<file path="config.mk">
export PLATFORM = sky130hd
export DESIGN_NAME = leb128_stream_decoder_top
export DESIGN_NICKNAME = d
export VERILOG_FILES = /design/src/sv/leb_pkg.sv /design/src/sv/leb128_stream_decoder_top.sv /design/src/sv/leb_step.sv
export SDC_FILE = /design/constraint.sdc
export NUM_CORES = 1
export LEC_CHECK = 0
export CAP_MARGIN = 20
export CORE_MARGIN = 5
export CORE_UTILIZATION = 40
export DETAILED_ROUTE_END_ITERATION = 8
export DONT_BUFFER_PORTS = 1
export PLACE_DENSITY_LB_ADDON = 0.3
export SYNTH_ARGS = -nofsm -noshare
export SYNTH_HDL_FRONTEND = slang
export SYNTH_HIERARCHICAL = 1
export SYNTH_SLANG_ARGS = --single-unit
</file>
<file path="constraint.sdc">
create_clock -name clock -period 7 [get_ports clock]
set_clock_uncertainty 0.15 [all_clocks]
set_input_delay 0.7 -clock clock [delete_from_list [all_inputs] [get_ports clock]]
set_output_delay 0.7 -clock clock [all_outputs]
set_load 0.02 [all_outputs]
</file>
<file path="src/sv/leb_pkg.sv">
package leb_pkg;

   localparam int unsigned AccWidth  = 64;
   localparam int unsigned CntWidth  = 4;
   localparam int unsigned DigitBits = 7;
   // index of the tenth byte, the last one that can land in 64 bits
   localparam logic [CntWidth-1:0] LastByteIdx = 4'd9;

   localparam logic OP_DATA = 1'b0;
   localparam logic OP_END  = 1'b1;

   typedef enum logic [1:0] {
      STATUS_OK        = 2'd0,
      STATUS_REDUNDANT = 2'd1,
      STATUS_OVERFLOW  = 2'd2,
      STATUS_TRUNCATED = 2'd3
   } status_type;

   typedef struct packed {
      logic       op;
      logic [7:0] data_byte;
      logic       is_signed;
   } req_type;

   typedef struct packed {
      logic [AccWidth-1:0] value_bits;
      status_type          status;
   } rsp_type;

   typedef struct packed {
      logic [AccWidth-1:0] acc;
      logic [CntWidth-1:0] cnt;
      logic                prior_sign;
      logic                signed_latched;
   } state_type;

endpackage

</file>
<file path="src/sv/leb128_stream_decoder_top.sv">
// LEB128 decoder, one byte per request, 64-bit unsigned or signed result.
// A result appears on rsp in the cycle after the request holding its last byte is accepted.
// Throughput: one request per cycle; set by the combinational decode of one byte
// into the value accumulator. A waiting result stalls req only while rsp_ready is low.
// Reset (synchronous, active high) clears the accumulator, byte count and rsp_valid.
module leb128_stream_decoder_top (
   input  logic             clock,
   input  logic             reset,
   input  logic             req_valid,
   output logic             req_ready,
   input  leb_pkg::req_type req_payload,
   output logic             rsp_valid,
   input  logic             rsp_ready,
   output leb_pkg::rsp_type rsp_payload
);
   import leb_pkg::*;

   state_type state_ff;
   state_type state_in;
   logic      rsp_valid_ff;
   rsp_type   rsp_data_ff;
   rsp_type   rsp_data_in;
   logic      emit;
   logic      accept;

   leb_step u_step (
      .state_cur (state_ff),
      .req       (req_payload),
      .state_nxt (state_in),
      .emit      (emit),
      .rsp       (rsp_data_in)
   );

   assign req_ready   = !rsp_valid_ff || rsp_ready;
   assign accept      = req_valid && req_ready;
   assign rsp_valid   = rsp_valid_ff;
   assign rsp_payload = rsp_data_ff;

   always_ff @(posedge clock) begin
      if (reset) begin
         state_ff     <= '0;
         rsp_valid_ff <= 1'b0;
      end else begin
         if (accept) begin
            state_ff <= state_in;
         end
         // a new result replaces one that leaves in the same cycle
         if (accept && emit) begin
            rsp_valid_ff <= 1'b1;
            rsp_data_ff  <= rsp_data_in;
         end else if (rsp_ready) begin
            rsp_valid_ff <= 1'b0;
         end
      end
   end

endmodule

</file>
<file path="src/sv/leb_step.sv">
module leb_step (
   input  leb_pkg::state_type state_cur,
   input  leb_pkg::req_type   req,
   output leb_pkg::state_type state_nxt,
   output logic               emit,
   output leb_pkg::rsp_type   rsp
);
   import leb_pkg::*;

   logic [6:0]          payload;
   logic                more;
   logic                sgn;
   logic                last;
   logic                redundant;
   logic [6:0]          shift_amt;
   logic [6:0]          ext_amt;
   logic [AccWidth-1:0] acc_or;
   logic [AccWidth-1:0] ext_mask;

   assign payload   = req.data_byte[6:0];
   assign more      = req.data_byte[7];
   assign sgn       = (state_cur.cnt == '0) ? req.is_signed : state_cur.signed_latched;
   assign last      = (state_cur.cnt == LastByteIdx);
   assign shift_amt = 7'(7'(state_cur.cnt) * 7'(DigitBits));
   assign ext_amt   = 7'(shift_amt + 7'(DigitBits));
   assign acc_or    = state_cur.acc | (AccWidth'(payload) << shift_amt);

   // padding byte: all zero (after a clear sign bit when signed), or all ones after a set sign bit (signed only)
   assign redundant = (state_cur.cnt != '0) &&
                      (sgn ? ((payload == 7'h7f &&  state_cur.prior_sign) ||
                              (payload == 7'h00 && !state_cur.prior_sign))
                           : (payload == 7'h00));

   // sign fill above the last digit; tenth byte gets none
   assign ext_mask = (sgn && req.data_byte[6] && (state_cur.cnt < LastByteIdx))
                     ? ({AccWidth{1'b1}} << ext_amt) : '0;

   always_comb begin
      state_nxt      = '0;
      emit           = 1'b0;
      rsp.value_bits = '0;
      rsp.status     = STATUS_OK;
      priority if (req.op == OP_END) begin
         if (state_cur.cnt != '0) begin
            emit       = 1'b1;
            rsp.status = STATUS_TRUNCATED;
         end
      end else if (state_cur.cnt > LastByteIdx) begin
         emit       = 1'b1;
         rsp.status = STATUS_OVERFLOW;
      end else if (!sgn && last && req.data_byte != 8'h01) begin
         emit       = 1'b1;
         rsp.status = STATUS_OVERFLOW;
      end else if (!more) begin
         emit           = 1'b1;
         rsp.value_bits = acc_or | ext_mask;
         rsp.status     = redundant ? STATUS_REDUNDANT : STATUS_OK;
      end else if (last) begin
         emit       = 1'b1;
         rsp.status = STATUS_OVERFLOW;
      end else begin
         state_nxt.acc            = acc_or;
         state_nxt.cnt            = CntWidth'(state_cur.cnt + 1'b1);
         state_nxt.prior_sign     = req.data_byte[6];
         state_nxt.signed_latched = sgn;
      end
   end

endmodule
</file>
; ---- Word-level counts from Yosys, hierarchy flattened
; Index checks and enable logic that the tools add are counted.
[word_totals]
input_bits = 14
ff_bits = 137
out_inout_bits = 68
elab_cells = 63
[classes]
n_reduce_logical = 20
order_cmp = 2
shift = 2
eq_ne = 3
mul = 1
bitwise_logic = 3
n_mux = 23
add_sub_neg = 2
[op_table]
columns = operator, n
row1 = 70-bit 2-to-1 mux, 5
row2 = 64-bit OR, 2
row3 = 64-bit 2-to-1 mux, 1
row4 = 64-bit by 7-bit left shift with 64-bit output (first input constant), 1
row5 = 7-bit by 7-bit left shift with 64-bit output, 1
row6 = 2-bit 2-to-1 mux, 6
row7 = 1-bit 2-to-1 mux, 11
row8 = 1-bit logical AND, 9
row9 = 8-bit by 1-bit != test with 1-bit output (second input constant), 1
row10 = 7-bit by 3-bit adder with 7-bit output (second input constant), 1
row11 = 7-bit == test (second input constant), 1
row12 = 7-bit zero test, 1
row13 = 4-bit by 3-bit multiplier with 7-bit output (second input constant), 1
row14 = 4-bit by 1-bit adder with 4-bit output (second input constant), 1
row15 = 4-bit == test (second input constant), 1
row16 = 4-bit greater-than comparator (second input constant), 1
row17 = 4-bit zero test, 1
row18 = 4-bit less-than comparator (second input constant), 1
row19 = 4-bit nonzero test, 1
row20 = 4-bit OR reduction, 1
row21 = 1-bit zero test, 3
row22 = 1-bit logical OR, 2
row23 = 2-bit AND reduction, 1
row24 = 2-bit nonzero test, 1
row25 = 1-bit inverter, 1

; ---- Depth between registers and ports, before layout
; Gate-level depths: netlist of the first run.
[depth]
depth_word = 10
ltp_mapped = 12

; ---- Cells and area by module
; Netlist of the first run, hierarchy kept.
[by_module_without_submodules]
columns = module, seq_area_each_um2, cells_each, n_inst, area_per_inst_um2
row1 = leb128_stream_decoder_top, 3403.3, 391, 1, 5313.8
row2 = leb_step, 0.0, 416, 1, 2314.7

; ---- Worst setup path after synthesis of the first run
; OpenSTA, ideal clock, no wires.
[synth_path]
kind = register to register
startpoint = reg state_ff[4] in the netlist's numbering
endpoint = reg rsp_data_ff, in the netlist rsp_payload[0], enable pin
slack_ns = -0.279
stages_incl_launch_ff = 9
arrival_time_ns = 6.544
required_time_ns = 6.265
synth_period_minus_slack_ns = 7.279
n_path_buf = 1
path_cell_list = dfxtp_1 inv_1 ha_1 a21oi_1 nand3b_1 clkbuf_1 a21boi_0 nand2_1 nor3b_1
[synth_between]
elab_chain_len = 10
elab_cells_between_ends = 16
cone_classes = 1 x order compare / 1 x eq/ne / 7 x mux / 7 x reduce/logical
[synth_rtl]
columns = element, line_no
row1 = from (decl), leb128_stream_decoder_top.sv:18  ; state_type state_ff;
row2 = from (signal assigned), leb128_stream_decoder_top.sv:45  ; state_ff <= state_in;
row3 = 4-bit zero test, leb_step.sv:22  ; assign sgn = (state_cur.cnt == '0) ? req.is_signed : state_cur.signed_latched;
row4 = 1-bit 2-to-1 mux, leb_step.sv:22
row5 = 1-bit zero test, leb_step.sv:51  ; end else if (!sgn && last && req.data_byte != 8'h01) begin
row6 = 1-bit logical AND (2 in a row), leb_step.sv:51
row7 = 1-bit 2-to-1 mux, leb_step.sv:51
row8 = 1-bit 2-to-1 mux, leb_step.sv:48  ; end else if (state_cur.cnt > LastByteIdx) begin
row9 = 1-bit 2-to-1 mux (*), leb_step.sv:43  ; priority if (req.op == OP_END) begin
row10 = via emit, leb128_stream_decoder_top.sv:23  ; logic emit;
row11 = 1-bit logical AND (*), leb128_stream_decoder_top.sv:48  ; if (accept && emit) begin
row12 = 2-bit AND reduction (no source line) (*), n/a
row13 = to (signal assigned), leb128_stream_decoder_top.sv:50  ; rsp_data_ff <= rsp_data_in;
row14 = to (decl), leb128_stream_decoder_top.sv:21  ; rsp_type rsp_data_ff;
; The timed path passes the listed nets; every way through them passes the cells marked *.
; A chain may end at the register's enable or synchronous reset.

; ---- Worst setup path in the final report of the first run
[layout_path]
startpoint = reg state_ff[4] in the netlist's numbering
endpoint = reg rsp_data_ff, in the netlist rsp_payload[29], data pin
[layout_between]
elab_chain_len = 6
elab_cells_between_ends = 18
cone_classes = 1 x add/sub / 1 x mul / 2 x order compare / 1 x eq/ne / 2 x shift / 2 x mux / 2 x bitwise / 7 x reduce/logical
[layout_rtl]
columns = element
row1 = branches (longest 6 deep; another with 4-bit by 3-bit multiplier with 7-bit output)
; Parallel ways; which one is timed is not known.

==> out/metrics.yaml, run 1 <==
max_freq_mhz: 202.5
wl_mm: 21.99
cp-start-kind: "register"
coreArea_sq_um: 18770
syn_area_sq_um: 7629
path_clk_slew_ns: 0.06
final_nets: 787
place_ws_ns: 2.122
drc: 0
post_cts_buffers: 0
holdWs_ns: 0.2133
vias: 6127
clockBufferDepth: 2
drt_iter0_drc: 640
worstSetupPathType: "register to register"
core.rowCount: 50
synth_ff_type: "dfxtp_1"
sw_frac_of_total_pct: 22.52
synth_seq_cells: 137
synth.distinct_cells: 54
fin_total_pwr_mw: 1.973
htreeDepth: 4
netlist_instances: 807
worst_slack_ns: 2.063
clock-root-buffer: "clkbuf_16"
p_sw_mw: 0.4443
syn2layout_area_growth_pct: 7.971
setup_viol: 0
critical_path_required_ns: 6.99
dp_hpwl_mm: 12.63
yosys.area.top_type: "edfxtp_1"
hold_viol: 0
p_int_mw: 1.529
place_congestion: 0.8809
grtUsageTotal_pct: 19.69
arrival_ns: 4.93
cp-end-kind: "register"
numPortBuffers: 0
sequentialPowerShare_pct: 44.4
leakagePower_nw: 2.609
placed_cells: 970
power_density_nw_per_um2: 239.5
yosysWarnings: 6
synth_edf_count: 66
final.setup.tns_ns: 0
cts_tree: "yes"
synthArstFlopShare_pct: 0
io_pins: 82
numCtsBuffers: 17
vdd_ir_drop_max_v: 0.0001465
status: "finished, final reports clean"
antenna_found_initial: 0
initial_core_util_pct: 40.65
gr-total-overflow: 0
antenna_cells: 0
cts-resized-gates: 0
wl_per_cell_microns: 21.95
ys_seq_area_share_pct: 44.61
cts_sinks: 137
die_y_microns: 148.1
worst_slew_pin_slew_ns: 1.032
die_w_microns: 148.1
grt_pass1_wl_mm: 33.82
synth_top_area_share_pct: 25.98
die_area_sq_um: 21930
p_comb_share_pct: 5.6
drive_gt1_share_pct: 14.19
grt_pass1_vias: 5700
insertion_delay_ns: 0.42
finalNonFillerCells: 1002
dr.pass1.iters: 5
period_share_pct: 70.53
vias_per_cell: 6.115
grt_max_degree: 143
ant_nets: 0
synth_area_leaders: "edfxtp_1 26%, dfxtp_1 19%, a21oi_1 8.9%, nand4b_1 8.0%, o21ai_2 7.1%"
slew_headroom_pct: 30.70
min_path_type: "primary input to register"
hold_buffers: 0
cp_max_fo: 28
syn_area_per_cell_sq_um: 9.453
min_period_ns: 4.937
rsz0062_at_grt: "false"
drv_slew: 0
syn_nets: 839
maxCapViolCount: 0
clkPwrFrac_pct: 50.0
-- routing by layer --
metal | track usage, % | share of wire, % | wire, microns | vias to the layer above
met5 | 0 | 0 | 0 | -
met4 | 3.972 | 0.98 | 216 | 0
met3 | 5.119 | 7.8 | 1717 | 21
met2 | 31.45 | 48 | 10490 | 233
met1 | 27.23 | 43 | 9564 | 3015
li1 | - | - | - | 2858
-- Yosys cell counts, drive strengths merged (3+ instances only) --
cell type and count:
edfxtp 66, or3 3, nor2 81, dfxtp 71, nand2b 73, buf 40, o21ai 98, o2111ai 5
a21oi 136, and2 4, inv 13, o211ai 9, nand2 13, a21boi 9, ha 16, a21o 3
xnor2 3, o311ai 3, nand4b 70, clkbuf 40, nand4 14, o31ai 4, nor3 5, nand3 3
-- worst paths after layout --
check                from         endpoint  slack, ns  cells past startpoint
max           state_ff[4]  rsp_payload[29]       2.06                     10
min                 reset        rsp_valid       0.21                      1
max reg2reg   state_ff[4]  rsp_payload[29]       2.06                     10
min reg2reg  state_ff[68]     state_ff[68]       0.32                      2
-- state kept, by name, summed over array words and instances, names as in the netlist --
register and cells:
rsp_payload 66, rsp_valid 1, state_ff 70
-- stage by stage --
stage          utilization [%]  instance area, sq um
6_report                 43.89                  8237
5_1_grt                  43.89                  8237
3_3_place_gp             40.31                  7565
2_1_floorplan                -                  7634
4_1_cts                  43.89                  8237
3_5_place_dp             40.45                  7592
-- cell families after synthesis --
kind of cell | synth area share (%)
adders and majority gates | 3.149
xor gates and xnor gates | 0.4593
AOI/OAI and AO/OA | 22.91
and+or+nand+nor | 22.19
muxes | 0.2624
DFF | 44.61
buffers and inverters | 6.413
-- cell usage in the layout (no fill, tap or decap), types with 2 or more instances in the layout --
master,instances
o2111ai_1,5
a21o_1,3
bufinv_16,5
o31ai_1,4
edfxtp_1,66
a21boi_0,9
nand2_1,13
nor2_1,81
buf_4,8
o211ai_1,9
nand4_1,14
fa_1,2
nor3_1,5
o21ai_1,9
clkinv_2,4
nand3_1,3
mux2i_1,2
nand2b_1,72
and3_1,2
clkbuf_16,17
and2_1,3
o311ai_0,3
o21ai_0,27
inv_1,13
a21oi_1,136
dfxtp_1,71
xnor2_1,3
or3_1,3
o21ai_2,62
clkinvlp_4,3
ha_1,16
nand4b_1,70
-- power groups by stage --
stage / clock (mW) / sequential [mW] / combinational, mW
after floorplan: 0 / 0.891 / 0.109
after global placement: 0 / 0.894 / 0.109
after detailed placement: 0 / 0.894 / 0.109
after CTS: 1.00 / 0.877 / 0.109
after global routing: 1.04 / 0.878 / 0.119
final: 0.987 / 0.876 / 0.110
-- layout make-up --
cell class                      count  area (sq um)
Fill cell                        1823         10530
Multi-Input combinational cell    577          3760
Sequential cell                   137          3403
Clock buffer                       19         442.9
Tap cell                          234         292.8
Clock inverter                     13         201.4
Timing Repair Buffer                9         87.58
Inverter                           13         48.80
-- critical path, stage by stage (launching register included) --
cell and delay (ns):
dfxtp_1 0.61, inv_1 0.29, fa_1 0.57, inv_1 0.05
ha_1 0.27, ha_1 0.35, and4_4 0.23, o21ai_1 0.61
nand2_1 0.80, o311ai_0 0.60, a21oi_1 0.12
No activity file was read; power rests on OpenSTA's default activity.
==> inputs of run 2 (changes only) <==
- clock period: 7 -> 4.5 ns (I/O delays scaled with it)
==> run 2 against run 1 <==
  * Non-clock buffer count increased by 12
  * Core utilization increased by 0.13 points
  * Power increased by 49%
  * Die area unchanged
  * Worst setup slack got worse by 1.5 ns
  * Worst hold slack got worse by 0.18 ns
  * Via count increased by 1.6%
  * Critical endpoint is now rsp_payload[27]
  * Critical path depth increased by 1
  * Sequential cell count unchanged
  * Global-route usage increased by 0.75 points
==> out/metrics.yaml, run 2 (synthesis gave the netlist of run 1 again) <==
wl_per_cell_microns: 22.45  # +2.3%
worst_slew_pin_slew_ns: 1.027  # -0.005035 ns
worstSetupPathType: "register to register"
arrival_ns: 4.02  # -0.91 ns
htreeDepth: 4  # unchanged
place_congestion: 0.9128  # +3.6%
io_pins: 82  # unchanged
vdd_ir_drop_max_v: 0.0002429  # +66%
grt_max_degree: 143  # unchanged
hold_buffers: 1  # +1
cp_max_fo: 39  # +39%
cts_sinks: 137  # unchanged
die_y_microns: 148.1  # unchanged
vias_per_cell: 6.141  # +0.43%
antenna_cells: 0  # unchanged
clockBufferDepth: 2  # unchanged
post_cts_buffers: 0  # unchanged
grt_pass1_vias: 5582  # -2.1%
dr.pass1.iters: 5  # unchanged
final_nets: 799  # +1.5%
dp_hpwl_mm: 13.60  # +7.6%
leakagePower_nw: 2.637  # +1.1%
maxCapViolCount: 0  # unchanged
rrSetupSlack_ns: 0.60  # -1.46 ns
numPortBuffers: 0  # unchanged
insertion_delay_ns: 0.43  # about the same
r2r-start: "state_ff[3]"
vias: 6227  # +1.6%
multi_input_area_sq_um: 3760  # unchanged
slew_headroom_pct: 31.04  # +0.34 points
regArea_sq_um: 3403  # unchanged
holdPathEnd: "state_ff[4]"
wl_mm: 22.77  # +3.5%
gr-total-overflow: 0  # unchanged
r2r-end: "rsp_payload[27]"
layout_commonest_cell: "a21oi_1"
hold_path_depth: 2  # +1
grt_pass1_wl_mm: 34.58  # +2.3%
reg2reg_depth: 11  # +1
drive_gt1_share_pct: 15.26  # +1.1 points
cts_tree: "yes"
min_path_type: "primary input to register"
rsz0062_at_grt: "false"
period_share_pct: 86.70  # +16 points
antenna_found_initial: 0  # unchanged
drc: 0  # unchanged
ant_nets: 0  # unchanged
cts-resized-gates: 0  # unchanged
top_register: "state_ff"
path_clk_slew_ns: 0.06  # about the same
layout_common_cells: "136 x a21oi_1, 81 x nor2_1, 72 x nand2b_1"
hold_viol: 0  # unchanged
cp-start-kind: "register"
cp-end-kind: "register"
clock-root-buffer: "clkbuf_16"
worst_slack_ns: 0.5986  # -1.464 ns
worstHoldStart: "req_valid"
initial_core_util_pct: 40.65  # unchanged
holdWs_ns: 0.03488  # -0.1784 ns
min_period_ns: 3.901  # -1.036 ns
largest_reg_flops: 70  # unchanged
grtUsageTotal_pct: 20.44  # +0.75 points
place_ws_ns: 0.6271  # -1.495 ns
coreArea_sq_um: 18770  # unchanged
die_w_microns: 148.1  # unchanged
die_area_sq_um: 21930  # unchanged
drt_iter0_drc: 708  # +11%
final.setup.tns_ns: 0  # unchanged
core.rowCount: 50  # unchanged
setup_viol: 0  # unchanged
crit_start: "state_ff[3]"
power_density_nw_per_um2: 356.9  # +49%
critical_path_required_ns: 4.62  # -2.37 ns
syn2layout_area_growth_pct: 8.283
status: "finished, final reports clean"
max_freq_mhz: 256.3  # +27%
drv_slew: 0  # unchanged
fillerInstances: 1809  # -0.77%
numCtsBuffers: 17  # unchanged
==> run 2: how the worst max path moves through the flow <==
stage	cells after the start	end	slack, ns
after CTS	11	rsp_payload[27]	0.62
after detailed placement	11	rsp_payload[27]	0.63
after global routing	11	rsp_payload[27]	0.44
after floorplan	8	rsp_payload[0]	0.45
after global placement	11	rsp_payload[27]	0.71
final	11	rsp_payload[27]	0.60
==> run 2: cell type report <==
class                   count  share of cell area, %
repair buffers             21                  1.939
multi-input cells         577                  45.52
clock inverters             9                  1.030
clock buffers              23                  6.180
flip-flops and latches    137                  41.20
inverters                  13                 0.5907
well taps                 234                  3.544
==> run 2: power by group <==
group | switching (mW) | internal, mW
combinational | 0.120 | 0.0564
clock | 0.551 | 0.856
sequential | 0.0345 | 1.33
total | 0.706 | 2.24
==> run 2: per-stage QoR <==
step	utilization [%]	cells	total power [mW]	area [sq um]
after floorplan	-	807	1.555	7640
after global placement	40.79	981	1.565	7655
after detailed placement	40.79	981	1.564	7655
after CTS	44.01	1014	2.971	8260
after global routing	44.01	1014	3.040	8260
final	44.01	1014	2.948	8260
==> run 2: routing by layer <==
layer | wire (microns) | vias to the layer above | GRT usage [%]
met1 | 9940 | 3053 | 28.13
met4 | 282 | 0 | 5.266
met2 | 10650 | 261 | 31.81
li1 | - | 2889 | -
met3 | 1898 | 24 | 5.881
met5 | 0 | - | 0
==> run 2: critical path, cell delays in order, from the launching register on <==
cell	delay (ns)
dfxtp_1	0.32
inv_1	0.10
fa_1	0.55
inv_1	0.04
ha_1	0.27
ha_1	0.35
and4_4	0.24
or4b_1	0.55
a311oi_4	0.29
buf_4	0.41
o311ai_0	0.24
a21oi_1	0.22
==> inputs of run 3 (changes only) <==
- CORE_ASPECT_RATIO: default -> 1.2
==> run 3 against run 2 <==
  * Clock power about the same
  * Power down 0.48%
  * Die area barely moved
  * Cell area hardly changed
  * Combinational power is essentially flat
  * Sequential share of layout area about the same
  * Clock-buffer cell count down 2
  * Final cell count rose by 1.5%
  * Non-clock buffer count decreased by 7
  * Register-to-register slack hardly changed
  * Global-route usage rose by 0.56 points
  * Fmax decreased by 0.13%
==> out/metrics.yaml, run 3 (synthesis gave the netlist of run 1 again) <==
maxCapViolCount: 0  # unchanged
p_comb_share_pct: 6.0  # about the same
placed_cells: 996  # +1.5%
dr.pass1.iters: 5  # unchanged
syn2layout_area_growth_pct: 8.266  # about the same
arrival_ns: 4.04  # +0.02 ns
power_density_nw_per_um2: 355.2  # -0.46%
grt_pass1_vias: 5900  # +5.7%
coreArea_sq_um: 18790  # +0.10%
setup_viol: 0  # unchanged
ant_nets: 0  # unchanged
hold_buffers: 1  # unchanged
vias: 6190  # -0.59%
largest_reg_flops: 70  # unchanged
vdd_ir_drop_max_v: 0.0002738  # +13%
p_int_mw: 2.229  # -0.60%
period_share_pct: 86.81  # +0.11 points
final.setup.tns_ns: 0  # unchanged
rsz0062_at_grt: "false"
grt_busiest_layer: "met2"
path_clk_slew_ns: 0.06  # about the same
cp_max_fo: 40  # +2.6%
io_pins: 82  # unchanged
dp_hpwl_mm: 13.50  # -0.70%
final_nets: 792  # -0.88%
clock-root-buffer: "clkbuf_16"
grt_pass1_wl_mm: 35.67  # +3.1%
gr-total-overflow: 0  # unchanged
initial_core_util_pct: 40.61  # about the same
drive_gt1_share_pct: 14.36  # -0.90 points
wl_per_cell_microns: 22.50  # +0.21%
cts-resized-gates: 0  # unchanged
rrSetupSlack_ns: 0.59  # about the same
hold_viol: 0  # unchanged
grt_max_degree: 143  # unchanged
finalNonFillerCells: 1029  # +1.5%
numCtsBuffers: 17  # unchanged
grtUsageMet3_pct: 5.545  # -0.34 points
drv_slew: 0  # unchanged
antenna_cells: 0  # unchanged
hold_path_depth: 2  # unchanged
die_area_sq_um: 21940  # about the same
fillerInstances: 1796  # -0.72%
worst_slew_pin_slew_ns: 1.114  # +0.08704 ns
clkPwrFrac_pct: 47.5  # -0.3 points
cp-end-kind: "register"
grtUsageMet2_pct: 32.54  # +0.73 points
max_freq_mhz: 256.0  # -0.13%
critical_path_required_ns: 4.63  # about the same
post_cts_buffers: 0  # unchanged
place_congestion: 0.9133  # about the same
drt_iter0_drc: 687  # -3.0%
clockBufferDepth: 2  # unchanged
antenna_found_initial: 0  # unchanged
vias_per_cell: 6.016  # -2.0%
use_met1_pct: 27.58  # -0.54 points
sw_frac_of_total_pct: 24.03  # +0.090 points
place_ws_ns: 0.6729  # +0.04581 ns
sequentialPowerShare_pct: 46.5  # +0.2 points
slew_headroom_pct: 25.19  # -5.8 points
htreeDepth: 4  # unchanged
cts_tree: "yes"
layout_commonest_cell: "a21oi_1"
drc: 0  # unchanged
leakagePower_nw: 2.602  # -1.3%
wl_mm: 23.15  # +1.7%
reg2reg_depth: 11  # unchanged
numPortBuffers: 0  # unchanged
die_y_microns: 161.3  # +8.9%
top_register: "state_ff"
cp-start-kind: "register"
status: "finished, final reports clean"
die_w_microns: 136.1  # -8.1%
fin_total_pwr_mw: 2.934  # -0.48%
insertion_delay_ns: 0.43  # about the same
grtUsageTotal_pct: 21.00  # +0.56 points
p_sw_mw: 0.7051  # -0.10%
core.rowCount: 55  # +10%
cts_sinks: 137  # unchanged
min_path_type: "primary input to register"
min_period_ns: 3.906  # +0.004904 ns
worst_slack_ns: 0.5937  # -0.004904 ns
layout_common_cells: "136 x a21oi_1, 81 x nor2_1, 72 x nand2b_1"
worstSetupPathType: "register to register"
-- run 3: cell count changes in the layout (fill, tap and decap cells not counted), sizes merged --
cell | previous run | this run
buf | 20 | 13
clkbuf | 23 | 21
clkinvlp | 2 | 4
inv | 16 | 14
bufinv | 1 | 2
clkinv | 3 | 4
-- run 3: critical path, stage by stage (launching register included) --
cell and delay, ns:
dfxtp_1 0.32, inv_1 0.15, fa_1 0.55, inv_1 0.05
ha_1 0.27, ha_1 0.35, and4_4 0.23, or4b_1 0.56
a311oi_4 0.29, buf_4 0.41, o311ai_0 0.22, a21oi_1 0.18
-- run 3: metrics by stage --
| step | instance area (sq um) | util [%] | hold slack, ns |
|---|---|---|---|
| after CTS | 8259 | 43.96 | 0.02509 |
| after global placement | 7667 | 40.81 | 0.3062 |
| after detailed placement | 7667 | 40.81 | 0.3032 |
| after floorplan | 7640 | - | 0.2919 |
| final | 8259 | 43.96 | 0.04172 |
| after global routing | 8259 | 43.96 | 0.04319 |
-- run 3: power by group through the flow --
stage	Sequential (mW)	Clock [mW]	Combinational, mW
after global routing	1.37	1.47	0.189
final	1.36	1.39	0.177
after global placement	1.39	0	0.174
after floorplan	1.39	0	0.170
after CTS	1.37	1.41	0.176
after detailed placement	1.39	0	0.174
-- run 3: routing by layer --
layer  wire (microns)  up-vias
met5                0        -
met4              824        0
met3             1579       54
met2            10930      255
met1             9814     3008
li1                 -     2873
-- run 3: path summary, 6_finish.rpt --
path	startpoint	to
worst min register to register	state_ff[56]	state_ff[56]
worst max register to register	state_ff[4]	rsp_payload[27]
worst max-delay path	state_ff[4]	rsp_payload[27]
worst min-delay path	req_valid	state_ff[67]
-- run 3: area by class of cell --
| cell class | instances | area [sq um] | area share, % |
|---|---|---|---|
| multi-input combinational | 577 | 3760 | 45.52 |
| clock inverter | 11 | 121.4 | 1.469 |
| sequential | 137 | 3403 | 41.21 |
| tap | 256 | 320.3 | 3.878 |
| inverter | 13 | 48.80 | 0.5908 |
| timing repair buffer | 14 | 145.1 | 1.757 |
| clock buffer | 21 | 460.4 | 5.575 |
